<file path="src/rtl/gscc_pkg.sv">
// Shared constants, codes and position tables of the gear shift command controller.
`default_nettype none

package gscc_pkg;

    localparam int GEAR_COUNT_DEF = 14;

    localparam int GEAR_W   = 4;
    localparam int LEVEL_W  = 6;
    localparam int POS_W    = 11;
    localparam int SPEED_W  = 5;
    localparam int COUNT_W  = 16;
    localparam int CFG_IDX_W = 3;
    localparam int CFG_DATA_W = 16;
    localparam int S_TDATA_W = 56;
    localparam int S_TUSER_W = 2;
    localparam int M_TDATA_W = 40;

    // item kinds
    localparam logic [1:0] KIND_TICK   = 2'd0;
    localparam logic [1:0] KIND_SAMPLE = 2'd1;
    localparam logic [1:0] KIND_FRAME  = 2'd2;

    // configuration register indexes
    localparam logic [CFG_IDX_W-1:0] REG_HOLDOFF   = 3'd0;
    localparam logic [CFG_IDX_W-1:0] REG_RESEND    = 3'd1;
    localparam logic [CFG_IDX_W-1:0] REG_DOWN_LOW  = 3'd2;
    localparam logic [CFG_IDX_W-1:0] REG_DOWN_HIGH = 3'd3;
    localparam logic [CFG_IDX_W-1:0] REG_UP_LOW    = 3'd4;
    localparam logic [CFG_IDX_W-1:0] REG_UP_HIGH   = 3'd5;
    localparam logic [CFG_IDX_W-1:0] REG_RELEASE   = 3'd6;

    // command bytes
    localparam logic [7:0] RX_ACK      = 8'hC2;
    localparam logic [7:0] RX_CAL_DONE = 8'hC3;
    localparam logic [7:0] CMD_MOVE    = 8'h41;
    localparam logic [7:0] CMD_CAL_FIN = 8'h44;
    localparam logic [7:0] FRAME_TAIL  = 8'hDF;
    localparam logic [7:0] CRC_POLY    = 8'h07;

    // reset values
    localparam logic [COUNT_W-1:0] HOLDOFF_RST = 16'd50000;
    localparam logic [COUNT_W-1:0] RESEND_RST  = 16'd10000;
    localparam logic [LEVEL_W-1:0] DOWN_LOW_RST  = 6'd18;
    localparam logic [LEVEL_W-1:0] DOWN_HIGH_RST = 6'd22;
    localparam logic [LEVEL_W-1:0] UP_LOW_RST    = 6'd40;
    localparam logic [LEVEL_W-1:0] UP_HIGH_RST   = 6'd44;
    localparam logic [LEVEL_W-1:0] RELEASE_RST   = 6'd63;
    localparam logic [POS_W-1:0]   POS_RST       = 11'd1256;
    localparam logic [SPEED_W-1:0] SPEED_RST     = 5'd26;

    // calibration request and finish settings
    localparam logic [POS_W-1:0]   POS_CAL_REQ   = 11'd1900;
    localparam logic [SPEED_W-1:0] SPEED_CAL_REQ = 5'd15;
    localparam logic [POS_W-1:0]   POS_CAL_FIN   = 11'd1885;
    localparam logic [SPEED_W-1:0] SPEED_CAL_FIN = 5'd31;

    function automatic logic [POS_W-1:0] up_pos(input logic [GEAR_W-1:0] idx);
        logic [POS_W-1:0] p;
        case (idx)
            4'd0:    p = 11'd160;
            4'd1:    p = 11'd292;
            4'd2:    p = 11'd424;
            4'd3:    p = 11'd556;
            4'd4:    p = 11'd688;
            4'd5:    p = 11'd820;
            4'd6:    p = 11'd952;
            4'd7:    p = 11'd1084;
            4'd8:    p = 11'd1216;
            4'd9:    p = 11'd1348;
            4'd10:   p = 11'd1480;
            4'd11:   p = 11'd1612;
            4'd12:   p = 11'd1744;
            default: p = 11'd1856;
        endcase
        return p;
    endfunction

    function automatic logic [POS_W-1:0] down_pos(input logic [GEAR_W-1:0] idx);
        logic [POS_W-1:0] p;
        case (idx)
            4'd0:    p = 11'd120;
            4'd1:    p = 11'd232;
            4'd2:    p = 11'd364;
            4'd3:    p = 11'd496;
            4'd4:    p = 11'd628;
            4'd5:    p = 11'd760;
            4'd6:    p = 11'd892;
            4'd7:    p = 11'd1024;
            4'd8:    p = 11'd1156;
            4'd9:    p = 11'd1288;
            4'd10:   p = 11'd1420;
            4'd11:   p = 11'd1552;
            4'd12:   p = 11'd1684;
            default: p = 11'd1816;
        endcase
        return p;
    endfunction

    // CRC-8, MSB first, no reflection
    function automatic logic [7:0] crc8_byte(input logic [7:0] crc_in,
                                             input logic [7:0] data);
        logic [7:0] c;
        c = crc_in ^ data;
        for (int i = 0; i < 8; i++) begin
            c = c[7] ? ((c << 1) ^ CRC_POLY) : (c << 1);
        end
        return c;
    endfunction

endpackage

`default_nettype wire

</file>
<file path="src/rtl/gear_shift_command_controller_top.sv">
// Gear shift command controller: button judging, gear tracking and command frames.
//
// Channel  Dir   Handshake            Payload
// s_       in    s_tvalid/s_tready    s_tuser kind, s_tdata levels and received frame
// m_       out   m_tvalid/m_tready    m_tdata command frame and gear index
// cfg_     in    cfg_valid/cfg_ready  cfg_index register, cfg_data value
//
// One item per cycle while s_tready is high: the whole item is judged by the decode logic
// feeding the state and result registers, so a result appears in the cycle after its transfer.
// The result register frees s_tready whenever it is empty or being taken.
// aresetn is synchronous and active low; the control and configuration registers load their reset values.
// cfg_ready is always high; writes take effect on the next cycle.
`default_nettype none

module gear_shift_command_controller_top #(
    parameter int GEAR_COUNT = gscc_pkg::GEAR_COUNT_DEF
) (
    input  wire logic                              aclk,
    input  wire logic                              aresetn,
    input  wire logic                              s_tvalid,
    output logic                                   s_tready,
    // [5:0] level_a, [11:6] level_b, [17:12] level_c, [25:18] rx_byte0,
    // [33:26] rx_byte1, [41:34] rx_byte2, [49:42] rx_byte3, rest zero
    input  wire logic [gscc_pkg::S_TDATA_W-1:0]    s_tdata,
    // [1:0] kind
    input  wire logic [gscc_pkg::S_TUSER_W-1:0]    s_tuser,
    output logic                                   m_tvalid,
    input  wire logic                              m_tready,
    // [7:0] frame_cmd, [15:8] frame_hi, [23:16] frame_lo, [31:24] frame_tail,
    // [35:32] gear_now, rest zero
    output logic [gscc_pkg::M_TDATA_W-1:0]         m_tdata,
    input  wire logic                              cfg_valid,
    output logic                                   cfg_ready,
    input  wire logic [gscc_pkg::CFG_IDX_W-1:0]    cfg_index,
    input  wire logic [gscc_pkg::CFG_DATA_W-1:0]   cfg_data
);

    localparam logic [gscc_pkg::GEAR_W-1:0] GearMax = gscc_pkg::GEAR_W'(GEAR_COUNT - 1);

    typedef enum logic [1:0] {
        MODE_INIT = 2'd0,
        MODE_WAIT = 2'd1,
        MODE_DOWN = 2'd2,
        MODE_UP   = 2'd3
    } mode_t;

    // configuration
    logic [gscc_pkg::COUNT_W-1:0] holdoff_ticks_reg, resend_ticks_reg;
    logic [gscc_pkg::LEVEL_W-1:0] down_low_reg, down_high_reg;
    logic [gscc_pkg::LEVEL_W-1:0] up_low_reg, up_high_reg, release_reg;

    // state
    mode_t                        mode_reg, mode_next;
    logic [gscc_pkg::GEAR_W-1:0]  gear_reg, gear_next;
    logic [gscc_pkg::POS_W-1:0]   pos_reg, pos_next;
    logic [gscc_pkg::SPEED_W-1:0] speed_reg, speed_next;
    logic                         awaiting_reg, awaiting_next;
    logic                         resend_active_reg, resend_active_next;
    logic [gscc_pkg::COUNT_W-1:0] resend_cnt_reg, resend_cnt_next;
    logic [gscc_pkg::COUNT_W-1:0] holdoff_cnt_reg, holdoff_cnt_next;

    // result register
    logic                         m_valid_reg, m_valid_next;
    logic [7:0]                   cmd_reg, cmd_next;
    logic [7:0]                   hi_reg, hi_next;
    logic [7:0]                   lo_reg, lo_next;
    logic [gscc_pkg::GEAR_W-1:0]  gear_out_reg, gear_out_next;

    // unpacked input fields
    logic [1:0]                   kind;
    logic [gscc_pkg::LEVEL_W-1:0] level_a, level_b, level_c;
    logic [7:0]                   rx_byte0, rx_byte1, rx_byte2, rx_byte3;

    logic                         s_xfer, emit;
    logic [gscc_pkg::COUNT_W-1:0] resend_inc;
    logic                         gate_open, levels_eq, crc_ok;
    logic [7:0]                   crc;

    assign kind     = s_tuser[1:0];
    assign level_a  = s_tdata[5:0];
    assign level_b  = s_tdata[11:6];
    assign level_c  = s_tdata[17:12];
    assign rx_byte0 = s_tdata[25:18];
    assign rx_byte1 = s_tdata[33:26];
    assign rx_byte2 = s_tdata[41:34];
    assign rx_byte3 = s_tdata[49:42];

    assign s_tready  = !m_valid_reg || m_tready;
    assign s_xfer    = s_tvalid && s_tready;
    assign cfg_ready = 1'b1;

    assign m_tvalid = m_valid_reg;
    assign m_tdata  = {4'd0, gear_out_reg, gscc_pkg::FRAME_TAIL, lo_reg, hi_reg, cmd_reg};

    assign gate_open  = holdoff_cnt_reg >= holdoff_ticks_reg;
    assign levels_eq  = (level_a == level_b) && (level_a == level_c);
    assign resend_inc = (resend_cnt_reg != '1) ? resend_cnt_reg + 1'b1 : resend_cnt_reg;
    assign crc = gscc_pkg::crc8_byte(gscc_pkg::crc8_byte(gscc_pkg::crc8_byte(8'd0, rx_byte2),
                                                         rx_byte1), rx_byte0);
    assign crc_ok = crc == rx_byte3;

    always_comb begin
        mode_next          = mode_reg;
        gear_next          = gear_reg;
        pos_next           = pos_reg;
        speed_next         = speed_reg;
        awaiting_next      = awaiting_reg;
        resend_active_next = resend_active_reg;
        resend_cnt_next    = resend_cnt_reg;
        holdoff_cnt_next   = holdoff_cnt_reg;
        emit               = 1'b0;
        cmd_next           = gscc_pkg::CMD_MOVE;

        case (kind)
            gscc_pkg::KIND_TICK: begin
                if (!gate_open) begin
                    holdoff_cnt_next = holdoff_cnt_reg + 1'b1;
                end
                if (resend_active_reg) begin
                    resend_cnt_next = resend_inc;
                    if (resend_inc > resend_ticks_reg) begin
                        resend_cnt_next = gscc_pkg::COUNT_W'(1);
                        if (awaiting_reg) begin
                            emit = 1'b1;
                        end else begin
                            resend_active_next = 1'b0;
                        end
                    end
                end
            end
            gscc_pkg::KIND_SAMPLE: begin
                if (gate_open && levels_eq) begin
                    case (mode_reg)
                        MODE_WAIT: begin
                            if (level_a > down_low_reg && level_a < down_high_reg) begin
                                mode_next        = MODE_DOWN;
                                holdoff_cnt_next = '0;
                                if (gear_reg != '0) begin
                                    gear_next          = gear_reg - 1'b1;
                                    pos_next           = gscc_pkg::down_pos(gear_reg - 1'b1);
                                    emit               = 1'b1;
                                    awaiting_next      = 1'b1;
                                    resend_cnt_next    = '0;
                                    resend_active_next = 1'b1;
                                end
                            end else if (level_a > up_low_reg && level_a < up_high_reg) begin
                                mode_next        = MODE_UP;
                                holdoff_cnt_next = '0;
                                if (gear_reg < GearMax) begin
                                    gear_next          = gear_reg + 1'b1;
                                    pos_next           = gscc_pkg::up_pos(gear_reg + 1'b1);
                                    emit               = 1'b1;
                                    awaiting_next      = 1'b1;
                                    resend_cnt_next    = '0;
                                    resend_active_next = 1'b1;
                                end
                            end
                        end
                        MODE_DOWN, MODE_UP: begin
                            if (level_a == release_reg) begin
                                mode_next        = MODE_WAIT;
                                holdoff_cnt_next = '0;
                            end
                        end
                        default: begin
                            // init: any pressed level asks for calibration
                            if (level_a > down_low_reg && level_a < up_high_reg) begin
                                pos_next         = gscc_pkg::POS_CAL_REQ;
                                speed_next       = gscc_pkg::SPEED_CAL_REQ;
                                emit             = 1'b1;
                                holdoff_cnt_next = '0;
                            end
                        end
                    endcase
                end
            end
            gscc_pkg::KIND_FRAME: begin
                if (crc_ok) begin
                    if (rx_byte0 == gscc_pkg::RX_ACK) begin
                        awaiting_next = 1'b0;
                    end
                    if (mode_reg == MODE_INIT && rx_byte0 == gscc_pkg::RX_CAL_DONE) begin
                        speed_next = gscc_pkg::SPEED_CAL_FIN;
                        pos_next   = gscc_pkg::POS_CAL_FIN;
                        gear_next  = GearMax;
                        mode_next  = MODE_WAIT;
                        emit       = 1'b1;
                        cmd_next   = gscc_pkg::CMD_CAL_FIN;
                    end
                end
            end
            default: begin
            end
        endcase

        hi_next       = {speed_next, pos_next[10:8]};
        lo_next       = pos_next[7:0];
        gear_out_next = gear_next;

        if (s_xfer) begin
            m_valid_next = emit;
        end else begin
            m_valid_next = m_valid_reg && !m_tready;
        end
    end

    always_ff @(posedge aclk) begin
        if (!aresetn) begin
            holdoff_ticks_reg <= gscc_pkg::HOLDOFF_RST;
            resend_ticks_reg  <= gscc_pkg::RESEND_RST;
            down_low_reg      <= gscc_pkg::DOWN_LOW_RST;
            down_high_reg     <= gscc_pkg::DOWN_HIGH_RST;
            up_low_reg        <= gscc_pkg::UP_LOW_RST;
            up_high_reg       <= gscc_pkg::UP_HIGH_RST;
            release_reg       <= gscc_pkg::RELEASE_RST;
            mode_reg          <= MODE_INIT;
            gear_reg          <= '0;
            pos_reg           <= gscc_pkg::POS_RST;
            speed_reg         <= gscc_pkg::SPEED_RST;
            awaiting_reg      <= 1'b0;
            resend_active_reg <= 1'b0;
            resend_cnt_reg    <= '0;
            holdoff_cnt_reg   <= gscc_pkg::HOLDOFF_RST;
            m_valid_reg       <= 1'b0;
        end else begin
            if (cfg_valid && cfg_ready) begin
                case (cfg_index)
                    gscc_pkg::REG_HOLDOFF:   holdoff_ticks_reg <= cfg_data;
                    gscc_pkg::REG_RESEND:    resend_ticks_reg  <= cfg_data;
                    gscc_pkg::REG_DOWN_LOW:  down_low_reg      <= cfg_data[5:0];
                    gscc_pkg::REG_DOWN_HIGH: down_high_reg     <= cfg_data[5:0];
                    gscc_pkg::REG_UP_LOW:    up_low_reg        <= cfg_data[5:0];
                    gscc_pkg::REG_UP_HIGH:   up_high_reg       <= cfg_data[5:0];
                    gscc_pkg::REG_RELEASE:   release_reg       <= cfg_data[5:0];
                    default: begin
                    end
                endcase
            end
            if (s_xfer) begin
                mode_reg          <= mode_next;
                gear_reg          <= gear_next;
                pos_reg           <= pos_next;
                speed_reg         <= speed_next;
                awaiting_reg      <= awaiting_next;
                resend_active_reg <= resend_active_next;
                resend_cnt_reg    <= resend_cnt_next;
                holdoff_cnt_reg   <= holdoff_cnt_next;
            end
            m_valid_reg <= m_valid_next;
        end
        // payload loads with the transfer, no reset needed
        if (s_xfer) begin
            cmd_reg      <= cmd_next;
            hi_reg       <= hi_next;
            lo_reg       <= lo_next;
            gear_out_reg <= gear_out_next;
        end
    end

`ifndef SYNTHESIS
    a_gear_in_range: assert property (@(posedge aclk) disable iff (!aresetn)
        gear_reg <= GearMax)
        else $error("gear index beyond last gear");

    a_init_gear_zero: assert property (@(posedge aclk) disable iff (!aresetn)
        (mode_reg == MODE_INIT) |-> (gear_reg == '0))
        else $error("gear moved before calibration finished");

    a_cal_leaves_init: assert property (@(posedge aclk) disable iff (!aresetn)
        (m_valid_reg && cmd_reg == gscc_pkg::CMD_CAL_FIN) |-> (mode_reg != MODE_INIT))
        else $error("calibration finish sent while still in init mode");

    a_ack_has_timer: assert property (@(posedge aclk) disable iff (!aresetn)
        awaiting_reg |-> resend_active_reg)
        else $error("unacknowledged command without a running resend timer");
`endif

endmodule

`default_nettype wire
</file>
<file path="config.mk">
export PLATFORM = sky130hd
export DESIGN_NAME = gear_shift_command_controller_top
export DESIGN_NICKNAME = d
export VERILOG_FILES = /design/src/rtl/gscc_pkg.sv /design/src/rtl/gear_shift_command_controller_top.sv
export SDC_FILE = /design/constraint.sdc
export NUM_CORES = 1
export LEC_CHECK = 0
export BUFFER_PORTS_ARGS = -buffer_cell sky130_fd_sc_hd__buf_4
export CORE_MARGIN = 4
export CORE_UTILIZATION = 59
export DETAILED_ROUTE_END_ITERATION = 10
export GPL_TIMING_DRIVEN = 0
export PLACE_DENSITY_LB_ADDON = 0.15
export SLEW_MARGIN = 25
export SYNTH_ARGS = -nofsm -noshare
export SYNTH_HDL_FRONTEND = slang
export SYNTH_SLANG_ARGS = --single-unit
</file>
<file path="constraint.sdc">
create_clock -name aclk -period 4.9 [get_ports aclk]
set_input_delay 0.245 -clock aclk [delete_from_list [all_inputs] [get_ports aclk]]
set_output_delay 0.245 -clock aclk [all_outputs]
set_load 0.01 [all_outputs]
</file>
Word-level counts from Yosys, hierarchy flattened. Memory sizes are Yosys's and may differ from the RTL's. Index checks and enable logic that the tools add are counted.

Reductions and logical operators: 32. Multipliers: 0. Eq/ne operators: 32. Mux-type cells: 102. Div/mod/pow operators: 0. Magnitude comparators: 7. Shift operators: 0. Add/subtract/negate cells: 4. Bitwise operators: 26.

Operator list (number): 16-bit 2-to-1 mux (15); 16-bit one-hot mux with 2 select lines (3); 11-bit 2-to-1 mux (8); 3-bit 2-to-1 mux (25); 3-bit NOT (24); 11-bit one-hot mux with 2 select lines (2); 16-bit by 1-bit adder with 16-bit output, second input constant (2); 4-bit 2-to-1 mux (8); 5-bit 2-to-1 mux (5); 1-bit 2-to-1 mux (22); 6-bit equality test (3); 8-bit equality test, second input constant (2); 16-bit >= comparator (1); 16-bit > comparator (1); 16-bit inequality test, second input constant (1); 2-bit AND reduction (8); 8-bit AND reduction (2); 8-bit bitwise XOR (2); 3-bit inequality test, second input constant (5); 2-bit inequality test, second input constant (7); 7-bit AND reduction (2); 6-bit > comparator (2); 6-bit < comparator (2); 2-bit 2-to-1 mux (6); other kinds (25) (45).

Memories kept: 2. Logic and storage cells: 225. Bits in writable memories: 0. Latch bits: 0. Bits in read-only memories: 288. Bits in registers: 147. Output and inout port bits: 43. Input port bits: 82.

Memory list: (no name shown) (words 16, width 9, rd ports 1, clocked after memory_dff 0, wr ports 0, RTL line gscc_pkg.sv:81) `case (idx)`; (no name shown) (words 16, width 9, rd ports 1, clocked after memory_dff 0, wr ports 0, RTL line gscc_pkg.sv:60) `case (idx)`.

Depth between registers and ports, before layout.
Depth in word-level cells: 54. Gate-level depth with buffers: 19. Mapped depth without buffers: 18.

Worst setup path before layout. No wires, ideal clock.

Path kind: register to register. From: register resend_cnt_reg[3] in the netlist's numbering. To: register resend_cnt_reg[10] in the netlist's numbering. Buffers on the path: 3. Required time: 4.840 ns. Arrival: 4.149 ns. Library setup time: 0.060 ns. Period minus slack after synthesis: 4.209 ns. Stages on the path, launching flop included: 20. Slack: 0.691 ns. Cells stage by stage: dfxtp_1 -> clkbuf_1 -> and4_1 -> nand3_1 -> nor2_1 -> and4_1 -> nand4_1 -> clkbuf_1 -> nor2b_1 -> xnor2_1 -> ha_1 -> a21o_1 -> a21o_1 -> a21o_1 -> a21oi_1 -> o21ai_0 -> a311o_1 -> a21oi_1 -> clkbuf_1 -> a22o_1.

Word-level cells in the longest chain between the ends: 6. Elaborated cells on any way between the ends: 7. Classes of those cells: 1 x add/sub; 1 x order compare; 1 x eq/ne; 4 x mux.

RTL lines: from (decl) (RTL line gear_shift_command_controller_top.sv:59) `logic [gscc_pkg::COUNT_W-1:0] resend_cnt_reg, resend_cnt_next;`; from (signal assigned) (RTL line gear_shift_command_controller_top.sv:246) `resend_cnt_reg <= resend_cnt_next;`; 16-bit by 1-bit adder with 16-bit output or 16-bit inequality test (tied branches) (RTL line gear_shift_command_controller_top.sv:97) `assign resend_inc = (resend_cnt_reg != '1) ? resend_cnt_reg + 1'b1 : resend_cnt_reg;`; 16-bit 2-to-1 mux * (RTL line gear_shift_command_controller_top.sv:97); 16-bit > comparator (RTL line gear_shift_command_controller_top.sv:121) `if (resend_inc > resend_ticks_reg) begin`; 16-bit 2-to-1 mux * (RTL line gear_shift_command_controller_top.sv:121); 16-bit 2-to-1 mux * (RTL line gear_shift_command_controller_top.sv:119) `if (resend_active_reg) begin`; 16-bit one-hot mux with 2 select lines * (RTL line gear_shift_command_controller_top.sv:114) `case (kind)`.

Mark *: on every way between the ends. The rest lies on a longest branch, timed or not. The select of a mux whose other input is x is not followed. A chain may end at the register's enable or synchronous reset.

Final worst setup path.
From: register resend_cnt_reg[4] in the netlist's numbering. To: register resend_cnt_reg[9] in the netlist's numbering.

The elaborated chain is that of the path after synthesis.

==> summary.txt <==
most frequent cell after synthesis: nand2_1
Worst-Skew Late Latency: 0.43 ns
Gate power share: 21.3%
pre-CTS WS: -0.169 ns
Slew Limit Fails: 0
fraction of layout cells with a size suffix above 1: 13.5%
Max Clock Freq: 220 MHz
Setup crit start kind: flip-flop
placement row count: 46
TritonCTS clock tree: done
DRT iter0 DRCs: 904
Worst path max stage delay: 0.38 ns
root buf cell: clkbuf_16
Leak: 4.96 nW
Cells after Synth: 1151
min Tclk post-route: 4.55 ns
DRT Wirelength: 26800 um
Critical Path RT: 5.27 ns
Die H: 136 um
post-synthesis mux area share: 2.97%
Top Ports: 125
largest net degree at the start of global routing: 31
top_reg_cell synth: dfxtp_1
Cells after DPL: 1484
initial antenna violation count: 0
Layout Cells excl Fill: 1514
arrival time worst endpoint: 4.93 ns
CP max-delay cell: a311o_1
drt pass-1 iters: 8
most used cell, CP: a21o_1
die width: 136 um
Layout Nets: 1438
worst rel slew slack: 40.6%
DRC: 0
Fillers: 1278
Max-Cap Viols: 0
area grow syn2layout: 18.4%
Yosys cell types: 77
Final Hold Fails: 0
NetSw: 0.000934 W
initial core utilization: 60.3%
antenna viol nets, final: 0
Ant. Diodes: 0
Clock Path Buffers: 2
Pwr Density: 299 mW/mm2
Avg Synthesized Cell Area: 8.35 um2
post-synthesis xor/xnor area fraction: 9.15%
Clock power frac: 42.2%
Die ar.: 0.0184 mm2
Synth area leaders: dfxtp_1 (25%), ha_1 (9.1%), edfxtp_1 (6.9%), nand2_1 (5.7%), a21oi_1 (4.7%)
total grt overflow: 0
Seq pwr share: 36.5%
Synth top cells by count: nand2_1 (146), dfxtp_1 (119), a21oi_1 (90)
GPL Wtd Cong: 0.991
vias post-DR: 9258
period utilization: 92.9%
post-synth top area cell: dfxtp_1
cts hold-fix bufs: 0
first-pass GRT wire length: 43000 um
# clock sinks: 141
crit path kind: flip-flop to flip-flop
CP cell instances: clkbuf_1, and4_1, nand3_1, nor2_1, and4_1, nand4_1, clkbuf_2, nor2b_1, xnor2_1, ha_1, a21o_1, a21o_1, a21o_1, a21oi_1, o21ai_0, a311o_1, a21oi_4, clkbuf_4, a22o_1
Synth Area in Adders: 9.11%
synthesis-stage register bit count: 141
switching part of the total: 27.5%
P_int: 0.00246 W
Detailed Place HPWL: 19900 um
crit path buf inv count: 3
Synth Area in Compound Gates: 21.8%
CP delay by family, top: compound AO/OA/AOI/OAI gates
Power, Total: 0.00340 W
Worst Hold Class: primary input to flip-flop
Worst-Margin Slew: 0.866 ns
drt wl/cell: 17.7 um
post-synthesis sequential area ratio: 31.7%
Final Util: 71.4%
fraction of the mapped netlist area in simple logic gates: 18.8%
EDFF count, synth: 22
CTS clk-pin slew, worst paths: 0.06 ns
setup ws final: 0.347 ns
vias in the first global route: 8457
htree depth: 4
Core Region: 0.0159 mm2
peak supply drop: 0.267 mV
vias per cell: 6.11
crit end category: flip-flop
fraction of registers with async set/reset: 0%
outcome: finished clean
synth warn: 0
Global Route Usage Sum: 29.1%
CP max FO: 10
Num CTS Buffers: 17
DP Area: 0.0107 mm2
top-area cell type share of the netlist area: 24.8%
IO buf count: 99
Finish-stage setup viols: 0
fin area: 0.0114 mm2
worst clock skew: 0.0114 ns
Mapped Area: 0.00961 mm2
largest family of logic cells by synthesized area: compound AO/OA/AOI/OAI gates
## power groups by stage
| stage | clock (W) | sequential, W | combinational [W] |
|---|---|---|---|
| after floorplan | 0 | 0.00127 | 0.000491 |
| after global placement | 0 | 0.00126 | 0.000687 |
| after detailed placement | 0 | 0.00126 | 0.000706 |
| after CTS | 0.00143 | 0.00124 | 0.000713 |
| after global routing | 0.00148 | 0.00124 | 0.000785 |
| final | 0.00143 | 0.00124 | 0.000724 |
## final timing paths
| check | startpoint | end | slack, ns | depth (start not counted) |
|---|---|---|---|---|
| setup / recovery | resend_cnt_reg[4]$_SDFFE_PN0P_ | resend_cnt_reg[9]$_SDFFE_PN0P_ | 0.35 | 19 |
| hold / removal | cfg_data[14] | holdoff_ticks_reg[14]$_SDFFE_PN1P_ | 0.06 | 3 |
| setup reg to reg | resend_cnt_reg[4]$_SDFFE_PN0P_ | resend_cnt_reg[9]$_SDFFE_PN0P_ | 0.35 | 19 |
| hold reg to reg | pos_reg[1]$_SDFFE_PN0P_ | pos_reg[1]$_SDFFE_PN0P_ | 0.43 | 2 |
## cell usage in the layout, fill, tap and decap left out, types with 20 or more instances in the layout
master and instances:
clkbuf_1 43, nand2_1 146, o211ai_1 24, mux2i_1 24, buf_4 119, nor3_1 32
nand3_1 38, inv_1 73, ha_1 70, nor2_1 69, a31oi_1 20, a21oi_1 89
edfxtp_1 22, xnor2_1 40, o21ai_0 47, dfxtp_1 119
## worst reg2reg max path, delay by kind of cell, from the launching register on
kind                     cells  cell delay [ns]
adder cells (fa/ha/maj)      1             0.29
AND/OR/NAND/NOR              6             1.26
XOR/XNOR                     1             0.21
buffers and inverters        3             0.79
AO/OA/AOI/OAI                8             1.66
flip-flops                   1             0.31
## through the flow
step	hold WS [ns]	TNS [ns]
after CTS	0.0570	0
after global routing	0.0700	-0.0133
after detailed placement	0.422	-1.62
final	0.0608	0
after floorplan	0.370	0
after global placement	0.416	-1.17
## timing repair
action	CTS	global route
resized for setup	1	7
pin swaps	0	1
buffers inserted	0	0
gates cloned	0	0
setup endpoints to repair	10	12
## area by class of cell
| cell class | instances | area [um2] | share of cell area (%) |
|---|---|---|---|
| Multi-Input combinational cell | 881 | 6020 | 52.9 |
| Sequential cell | 141 | 3040 | 26.7 |
| Timing Repair Buffer | 100 | 763 | 6.71 |
| Clock buffer | 24 | 534 | 4.70 |
| Buffer | 69 | 343 | 3.01 |
| Inverter | 76 | 285 | 2.51 |
| Tap cell | 216 | 270 | 2.38 |
| Clock inverter | 7 | 121 | 1.07 |
## cells by family after synthesis
| kind of cell | after synthesis |
|---|---|
| other | 2 |
| buffers and inverters | 146 |
| AO/OA/AOI/OAI | 312 |
| XOR/XNOR | 69 |
| flip-flops | 141 |
| multiplexers | 27 |
| adder cells (fa/ha/maj) | 70 |
| AND/OR/NAND/NOR | 384 |
## metal layers
metal	wire length, um	track usage (%)	share of wire (%)
met5	0	0	0
met4	633	9.13	2.4
met3	2350	4.46	8.8
met2	12300	47.6	46
met1	11500	39.8	43
(Power assumes the default switching activity.)
